<file path="src/hdl/nnt_pkg.sv">
// Shared constants, state codes and the command/status structs of the tour builder.
// No dependencies; imported by every module of the block.
package nnt_pkg;

   localparam int MAX_POINTS_DEF = 64;
   localparam int COORD_BITS_DEF = 16;
   localparam int PX_BITS        = 16;
   localparam int CITY_BITS      = 6;
   localparam int REQ_DATA_BITS  = 32;
   localparam int RSP_DATA_BITS  = 8;

   typedef enum logic [3:0] {
      ST_LOAD  = 4'b0001,
      ST_EMIT  = 4'b0010,
      ST_SCAN  = 4'b0100,
      ST_DRAIN = 4'b1000
   } state_type;

   typedef struct packed {
      logic load;
      logic emit;
      logic issue;
   } cmd_type;

   typedef struct packed {
      logic out_free;
      logic tour_last;
      logic issue_last;
      logic result_done;
   } status_type;

endpackage

</file>
<file path="src/hdl/nnt_ctrl.sv">
// Sequencer of the tour builder: load points, emit an index, scan, drain.
// Depends on nnt_pkg for state codes and the command/status structs.
module nnt_ctrl
   import nnt_pkg::*;
(
   input  logic       clock,
   input  logic       reset,
   input  logic       req_valid,
   input  logic       req_last,
   input  status_type status,
   output logic       req_ready,
   output cmd_type    cmd
);

   state_type state_ff, state_in;

   always_comb begin
      state_in  = state_ff;
      cmd       = '0;
      req_ready = 1'b0;
      case (state_ff)
         ST_LOAD: begin
            req_ready = 1'b1;
            cmd.load  = req_valid;
            if (req_valid && req_last) begin
               state_in = ST_EMIT;
            end
         end
         ST_EMIT: begin
            // hold until the output word is free
            if (status.out_free) begin
               cmd.emit = 1'b1;
               state_in = status.tour_last ? ST_LOAD : ST_SCAN;
            end
         end
         ST_SCAN: begin
            cmd.issue = 1'b1;
            if (status.issue_last) begin
               state_in = ST_DRAIN;
            end
         end
         ST_DRAIN: begin
            if (status.result_done) begin
               state_in = ST_EMIT;
            end
         end
         default: begin
            state_in = ST_LOAD;
         end
      endcase
   end

   always_ff @(posedge clock) begin
      if (reset) begin
         state_ff <= ST_LOAD;
      end else begin
         state_ff <= state_in;
      end
   end

endmodule

</file>
<file path="src/hdl/nnt_datapath.sv">
// Point store, visited flags, distance pipeline, best tracker and output word register.
// Depends on nnt_pkg; driven by the commands of nnt_ctrl.
module nnt_datapath
   import nnt_pkg::*;
#(
   parameter int MAX_POINTS = MAX_POINTS_DEF,
   parameter int COORD_BITS = COORD_BITS_DEF
)(
   input  logic                 clock,
   input  logic                 reset,
   input  cmd_type              cmd,
   input  logic [PX_BITS-1:0]   px,
   input  logic [PX_BITS-1:0]   py,
   input  logic                 rsp_ready,
   output status_type           status,
   output logic                 rsp_valid,
   output logic [CITY_BITS-1:0] rsp_city,
   output logic                 rsp_end,
   output logic                 rsp_ovf
);

   localparam int IDX_W  = $clog2(MAX_POINTS);
   localparam int CNT_W  = $clog2(MAX_POINTS + 1);
   localparam int IN_W   = (COORD_BITS > PX_BITS) ? COORD_BITS : PX_BITS;
   localparam int SQ_W   = 2 * COORD_BITS;
   localparam int DIST_W = 2 * COORD_BITS + 1;

   // point store
   logic [COORD_BITS-1:0] xmem [MAX_POINTS];
   logic [COORD_BITS-1:0] ymem [MAX_POINTS];

   logic [IN_W-1:0]       px_ext, py_ext;
   logic [COORD_BITS-1:0] wr_x, wr_y;
   logic                  has_room;

   logic [CNT_W-1:0]      count_ff, count_in;
   logic                  dropped_ff, dropped_in;
   logic [CNT_W-1:0]      step_ff, step_in;
   logic [CNT_W-1:0]      scan_ff, scan_in;
   logic [MAX_POINTS-1:0] visited_ff, visited_in;

   logic [COORD_BITS-1:0] cur_x_ff, cur_y_ff;
   logic [DIST_W-1:0]     best_dist_ff;
   logic [IDX_W-1:0]      best_idx_ff;
   logic [COORD_BITS-1:0] best_x_ff, best_y_ff;

   // pipeline: read, difference, square, compare
   logic                  p1_valid_ff, p1_last_ff, p1_skip_ff;
   logic [IDX_W-1:0]      p1_idx_ff;
   logic [COORD_BITS-1:0] p1_x_ff, p1_y_ff;

   logic                  p2_valid_ff, p2_last_ff, p2_skip_ff;
   logic [IDX_W-1:0]      p2_idx_ff;
   logic [COORD_BITS-1:0] p2_x_ff, p2_y_ff, p2_dx_ff, p2_dy_ff;

   logic                  p3_valid_ff, p3_last_ff, p3_skip_ff;
   logic [IDX_W-1:0]      p3_idx_ff;
   logic [COORD_BITS-1:0] p3_x_ff, p3_y_ff;
   logic [SQ_W-1:0]       p3_dxx_ff, p3_dyy_ff;

   logic [DIST_W-1:0]     dist_sum;
   logic                  take_best;

   logic                  out_valid_ff;
   logic [CITY_BITS-1:0]  out_city_ff;
   logic                  out_end_ff, out_ovf_ff;

   assign px_ext   = IN_W'(px);
   assign py_ext   = IN_W'(py);
   assign wr_x     = px_ext[COORD_BITS-1:0];
   assign wr_y     = py_ext[COORD_BITS-1:0];
   assign has_room = (count_ff != CNT_W'(MAX_POINTS));

   assign status.out_free    = !out_valid_ff || rsp_ready;
   assign status.tour_last   = (step_ff + CNT_W'(1)) == count_ff;
   assign status.issue_last  = (scan_ff + CNT_W'(1)) == count_ff;
   assign status.result_done = p3_valid_ff && p3_last_ff;

   // control registers
   always_comb begin
      count_in   = count_ff;
      dropped_in = dropped_ff;
      step_in    = step_ff;
      scan_in    = scan_ff;
      visited_in = visited_ff;
      if (cmd.load) begin
         if (has_room) begin
            count_in = count_ff + CNT_W'(1);
         end else begin
            dropped_in = 1'b1;
         end
      end
      if (cmd.issue) begin
         scan_in = scan_ff + CNT_W'(1);
      end
      if (cmd.emit) begin
         scan_in = '0;
         if (status.tour_last) begin
            // tour done: start a fresh set
            count_in   = '0;
            dropped_in = 1'b0;
            step_in    = '0;
            visited_in = '0;
         end else begin
            step_in                 = step_ff + CNT_W'(1);
            visited_in[best_idx_ff] = 1'b1;
         end
      end
   end

   always_ff @(posedge clock) begin
      if (reset) begin
         count_ff     <= '0;
         dropped_ff   <= 1'b0;
         step_ff      <= '0;
         scan_ff      <= '0;
         visited_ff   <= '0;
         p1_valid_ff  <= 1'b0;
         p2_valid_ff  <= 1'b0;
         p3_valid_ff  <= 1'b0;
         out_valid_ff <= 1'b0;
      end else begin
         count_ff    <= count_in;
         dropped_ff  <= dropped_in;
         step_ff     <= step_in;
         scan_ff     <= scan_in;
         visited_ff  <= visited_in;
         p1_valid_ff <= cmd.issue;
         p2_valid_ff <= p1_valid_ff;
         p3_valid_ff <= p2_valid_ff;
         if (cmd.emit) begin
            out_valid_ff <= 1'b1;
         end else if (rsp_ready) begin
            out_valid_ff <= 1'b0;
         end
      end
   end

   // store write and registered read
   always_ff @(posedge clock) begin
      if (cmd.load && has_room) begin
         xmem[count_ff[IDX_W-1:0]] <= wr_x;
         ymem[count_ff[IDX_W-1:0]] <= wr_y;
      end
      p1_x_ff <= xmem[scan_ff[IDX_W-1:0]];
      p1_y_ff <= ymem[scan_ff[IDX_W-1:0]];
   end

   // distance pipeline payload
   always_ff @(posedge clock) begin
      p1_idx_ff  <= scan_ff[IDX_W-1:0];
      p1_last_ff <= status.issue_last;
      p1_skip_ff <= visited_ff[scan_ff[IDX_W-1:0]];

      p2_idx_ff  <= p1_idx_ff;
      p2_last_ff <= p1_last_ff;
      p2_skip_ff <= p1_skip_ff;
      p2_x_ff    <= p1_x_ff;
      p2_y_ff    <= p1_y_ff;
      p2_dx_ff   <= (p1_x_ff >= cur_x_ff) ? p1_x_ff - cur_x_ff : cur_x_ff - p1_x_ff;
      p2_dy_ff   <= (p1_y_ff >= cur_y_ff) ? p1_y_ff - cur_y_ff : cur_y_ff - p1_y_ff;

      p3_idx_ff  <= p2_idx_ff;
      p3_last_ff <= p2_last_ff;
      p3_skip_ff <= p2_skip_ff;
      p3_x_ff    <= p2_x_ff;
      p3_y_ff    <= p2_y_ff;
      p3_dxx_ff  <= SQ_W'(p2_dx_ff) * SQ_W'(p2_dx_ff);
      p3_dyy_ff  <= SQ_W'(p2_dy_ff) * SQ_W'(p2_dy_ff);
   end

   assign dist_sum  = DIST_W'(p3_dxx_ff) + DIST_W'(p3_dyy_ff);
   assign take_best = p3_valid_ff && !p3_skip_ff && (dist_sum < best_dist_ff);

   // best candidate and current point; strict compare keeps the lowest index on a tie
   always_ff @(posedge clock) begin
      if (cmd.load && has_room && (count_ff == '0)) begin
         cur_x_ff    <= wr_x;
         cur_y_ff    <= wr_y;
         best_x_ff   <= wr_x;
         best_y_ff   <= wr_y;
         best_idx_ff <= '0;
      end else if (take_best) begin
         best_x_ff   <= p3_x_ff;
         best_y_ff   <= p3_y_ff;
         best_idx_ff <= p3_idx_ff;
      end
      if (cmd.emit) begin
         cur_x_ff     <= best_x_ff;
         cur_y_ff     <= best_y_ff;
         best_dist_ff <= '1;
      end else if (take_best) begin
         best_dist_ff <= dist_sum;
      end
   end

   // output word
   always_ff @(posedge clock) begin
      if (cmd.emit) begin
         out_city_ff <= CITY_BITS'(best_idx_ff);
         out_end_ff  <= status.tour_last;
         out_ovf_ff  <= dropped_ff;
      end
   end

   assign rsp_valid = out_valid_ff;
   assign rsp_city  = out_city_ff;
   assign rsp_end   = out_end_ff;
   assign rsp_ovf   = out_ovf_ff;

endmodule

</file>
<file path="src/hdl/nearest_neighbor_tour.sv">
// Nearest-neighbor tour builder. Points load at one word per cycle while the builder is loading;
// the word with tlast starts the tour. The first index goes to the output word once that word is
// free. Each later index needs a scan that issues one store read per point through the 3 pipeline
// stages (read, difference, square) and the compare, then an emit once the output word is free.
// No input is taken while the tour runs. Synchronous active-high reset clears the set, visited
// flags and output word at once; no clearing pass follows.
module nearest_neighbor_tour
   import nnt_pkg::*;
#(
   parameter int MAX_POINTS = MAX_POINTS_DEF,
   parameter int COORD_BITS = COORD_BITS_DEF
)(
   input  logic                     clock,
   input  logic                     reset,
   // input channel: one point per word
   input  logic                     req_tvalid,
   output logic                     req_tready,
   input  logic [REQ_DATA_BITS-1:0] req_tdata,  // [15:0] px, [31:16] py
   input  logic                     req_tlast,  // final_point
   // result channel: one tour index per word
   output logic                     rsp_tvalid,
   input  logic                     rsp_tready,
   output logic [RSP_DATA_BITS-1:0] rsp_tdata,  // [5:0] city, [7:6] zero
   output logic                     rsp_tlast,  // tour_end
   output logic                     rsp_tuser   // overflow
);

   cmd_type              cmd;
   status_type           status;
   logic [CITY_BITS-1:0] city;

   // sequencer: loading, scanning and emitting never overlap
   nnt_ctrl u_ctrl (
      .clock     (clock),
      .reset     (reset),
      .req_valid (req_tvalid),
      .req_last  (req_tlast),
      .status    (status),
      .req_ready (req_tready),
      .cmd       (cmd)
   );

   // store, distance pipeline and output register
   nnt_datapath #(
      .MAX_POINTS (MAX_POINTS),
      .COORD_BITS (COORD_BITS)
   ) u_datapath (
      .clock     (clock),
      .reset     (reset),
      .cmd       (cmd),
      .px        (req_tdata[PX_BITS-1:0]),
      .py        (req_tdata[2*PX_BITS-1:PX_BITS]),
      .rsp_ready (rsp_tready),
      .status    (status),
      .rsp_valid (rsp_tvalid),
      .rsp_city  (city),
      .rsp_end   (rsp_tlast),
      .rsp_ovf   (rsp_tuser)
   );

   // pad the index up to a whole byte
   assign rsp_tdata = RSP_DATA_BITS'(city);

endmodule

</file>
<file path="config.mk">
export PLATFORM = sky130hd
export DESIGN_NAME = nearest_neighbor_tour
export DESIGN_NICKNAME = d
export VERILOG_FILES = /design/src/hdl/nnt_pkg.sv /design/src/hdl/nnt_ctrl.sv /design/src/hdl/nnt_datapath.sv /design/src/hdl/nearest_neighbor_tour.sv
export SDC_FILE = /design/constraint.sdc
export NUM_CORES = 2
export LEC_CHECK = 0
export ABC_AREA = 1
export BUFFER_PORTS_ARGS = -buffer_cell sky130_fd_sc_hd__buf_2
export CORE_MARGIN = 3
export CORE_UTILIZATION = 40
export DETAILED_ROUTE_END_ITERATION = 7
export HOLD_SLACK_MARGIN = 0.12
export PLACE_DENSITY = 0.51
export SLEW_MARGIN = 20
export SYNTH_ARGS = -nofsm -noshare
export SYNTH_HDL_FRONTEND = slang
export SYNTH_HIERARCHICAL = 1
export SYNTH_SLANG_ARGS = --single-unit
</file>
<file path="constraint.sdc">
create_clock -name clock -period 6.8 [get_ports clock]
set_input_delay 1.36 -clock clock [delete_from_list [all_inputs] [get_ports clock]]
set_output_delay 1.36 -clock clock [all_outputs]
set_load 0.05 [all_outputs]
</file>
==> impl_metrics.py <==
metrics = {
    "cts": {
        "cts_tree": "done",
        "h-tree-depth": 5,
        "clockBufferDepth": 4,
        "clk_pin_slew_worst_paths_ns": 0.06,
        "clkLatencyLatePin_ns": 0.89,
        "ctsResizeCount": 0,
        "cts_num_sinks": 2467,
        "root_buffer": "clkbuf_16",
        "cts.hold.buffers_added": 0,
        "cts_buffers": 279,
        "post-cts-setup-buffers": 0,
    },
    "sta": {
        "tightest_slew_ns": 1.15,
        "rsz0062_at_grt": "no",
        "hold_viol": 0,
        "fin_crit_ns": 5.94,
        "fmax_ghz": 0.168,
        "min_period_over_period": 0.873,
        "finClkSkew_ns": 0.0683,
        "setup_tns_ns": 0,
        "relSlewSlack": 0.233,
        "slew_violations": 0,
        "setup_viol_count_final": 0,
    },
    "layout": {
        "fillers": 26943,
        "nets": 11516,
        "final_common_cell": "edfxtp_1",
        "area_growth_pct": 11.2,
        "layout-drive-gt1-share": 0.0683,
        "final_cell_mix": "edfxtp_1 (2120), nand2_1 (2019), nor2_1 (1134)",
    },
    "detailed_routing": {
        "ant_nets": 0,
        "remaining_drc_errors": 0,
        "drt-pass1-iter-count": 8,
        "vias": 79851,
        "post_drt_wl_per_cell_um": 23.7,
        "vias_per_cell": 5.35,
        "drtIter0Drc": 7445,
        "routed_wl_um": 354000,
    },
    "setup_path": {
        "cp.arrival_ns": 6.67,
        "crit_path_start_kind": "flip-flop",
        "r2r_slack_ns": 0.86,
        "required_ns": 7.53,
        "cp_common_cell": "fa_1",
        "cp_max_fo": 17,
        "critPathSlowestCell": "dfxtp_1",
        "crit_chain": "nand2_1 > inv_1 > fa_1 > inv_1 > fa_1 > inv_1 > fa_1 > fa_1 > fa_1 > inv_1 > fa_1 > inv_1 > ha_1 > nand2_1 > nand2_1 > a31oi_1 > nand2_1 > nand3_1 > nand2_1 > xor2_1",
        "cpPeakStageDelay_ns": 0.91,
        "endpoint_kind": "flip-flop",
        "criticalPathCategory": "flip-flop to flip-flop",
    },
    "yosys": {
        "ys_types": 52,
        "avgSynthCellArea_um2": 10.7,
        "syn_inst": 10905,
        "synth_area_um2": 117000,
        "synth_largest_type_area_fraction": 0.546,
        "synth_area_leaders": "edfxtp_1 (55%), nand2_1 (6.5%), dfxtp_1 (6.0%)",
        "yosysTopAreaCell": "edfxtp_1",
        "synth-seq-cells": 2467,
        "yosysWarnings": 6,
        "ys_seq_area_frac": 0.606,
    },
    "global_routing": {
        "grt_pass1_wl_um": 521000,
        "grt_usage": 0.232,
        "antenna_found_initial": 14,
        "grt_pass1_vias": 78430,
        "grt_max_degree": 170,
        "overflow": 0,
    },
    "floorplanning": {
        "die-area_um2": 298000,
        "ios": 49,
        "rows": 197,
        "die_y_um": 546,
        "initial_core_util": 0.403,
        "core_um2": 289000,
        "die_width_um": 546,
    },
    "run_status": {
        "status": "completed",
    },
    "placement": {
        "dpl.hpwl_um": 208000,
        "numPortBuffers": 46,
        "place_congestion": 0.849,
    },
    "job": {
        "cap_violations": 0,
    },
    "worst_hold_path": {
        "worstHoldPathType": "flip-flop to flip-flop",
    },
}
[layer usage]
metal / track usage / up-vias / share of wire
met5: 0 / - / 0.000037
met4: 0.0814 / 2 / 0.038
met3: 0.0203 / 531 / 0.053
met2: 0.392 / 2479 / 0.48
met1: 0.314 / 39834 / 0.43
li1: - / 37005 / -
[path summary, 6_finish.rpt]
path | start | end | cells past startpoint
max | u_datapath/p2_dy_ff[4] | u_datapath/p3_dyy_ff[21] | 20
min | u_datapath/p2_x_ff[2] | u_datapath/p3_x_ff[2] | 0
min reg2reg | u_datapath/p2_x_ff[2] | u_datapath/p3_x_ff[2] | 0
max reg2reg | u_datapath/p2_dy_ff[4] | u_datapath/p3_dyy_ff[21] | 20
[area by class of cell]
| cell class | instances | area, um2 | area share |
|---|---|---|---|
| antenna | 3 | 7.51 | 0.0000579 |
| clock buffer | 362 | 7610 | 0.0587 |
| clock inverter | 135 | 1280 | 0.00989 |
| inverter | 1072 | 4060 | 0.0314 |
| multi-input combinational | 6770 | 39300 | 0.303 |
| sequential | 2467 | 70600 | 0.545 |
| tap | 3880 | 4850 | 0.0375 |
| timing repair buffer | 229 | 1870 | 0.0145 |
[cells in the mapped netlist, drive strengths merged]
cell     instances
a21boi           6
a21o            18
a21oi          287
a31o             2
a31oi            5
a41oi            8
and2             1
and3             2
buf            312
clkbuf         285
clkinv           3
conb             1
dfxtp          347
edfxtp        2120
fa             328
ha             332
inv           1069
nand2         2027
nand3          741
nand3b          13
nand4           26
nor2          1210
nor3            51
nor4            16
o2111ai          1
o211ai           9
o21ai         1079
o21bai          22
o22ai          432
or2             10
xnor2           30
xor2           112
[stage by stage]
| stage | hold WS [ns] | utilization | instances | cell area [um2] | setup WS [ns] |
|---|---|---|---|---|---|
| 5_1_grt | 0.322 | 0.448 | 14916 | 130000 | 0.513 |
| 6_report | 0.315 | 0.448 | 14918 | 130000 | 0.864 |
| 4_1_cts | 0.313 | 0.448 | 14915 | 130000 | 0.859 |
| 3_3_place_gp | 0.310 | 0.417 | 14417 | 121000 | 0.842 |
| 3_5_place_dp | 0.312 | 0.417 | 14418 | 121000 | 0.892 |
| 2_1_floorplan | 0.310 | - | 10906 | 117000 | 1.51 |
[state kept, by name, summed over array words and instances (netlist names), 31 cells and up]
| signal | flops |
|---|---|
| u_datapath/p3_dxx_ff | 31 |
| u_datapath/visited_ff | 64 |
| u_datapath/p3_dyy_ff | 31 |
| u_datapath/xmem | 1024 |
| u_datapath/best_dist_ff | 33 |
| u_datapath/ymem | 1024 |
[cell families (layout without fill, tap and decap cells)]
kind of cell	after synthesis	after routing	synth area share
adders and majority gates	660	660	0.0920
xor gates and xnor gates	142	142	0.0107
other	1	5	0.0000322
buffers and inverters	1669	1798	0.0616
and+or+nand+nor	4097	4097	0.143
DFF	2467	2467	0.606
AOI/OAI and AO/OA	1869	1869	0.0867
[worst max-delay path: cells and delay by family (launching register included)]
family / cells / cell delay [ns]
fa+ha+maj: 7 / 3.08
compound gates: 1 / 0.38
buf+inv: 5 / 0.37
xor+xnor: 1 / 0.23
flops: 1 / 0.91
simple gates: 6 / 0.85
Power is not shown: default switching activity piles up to over one toggle a cycle in this logic, so the estimate is an artifact.
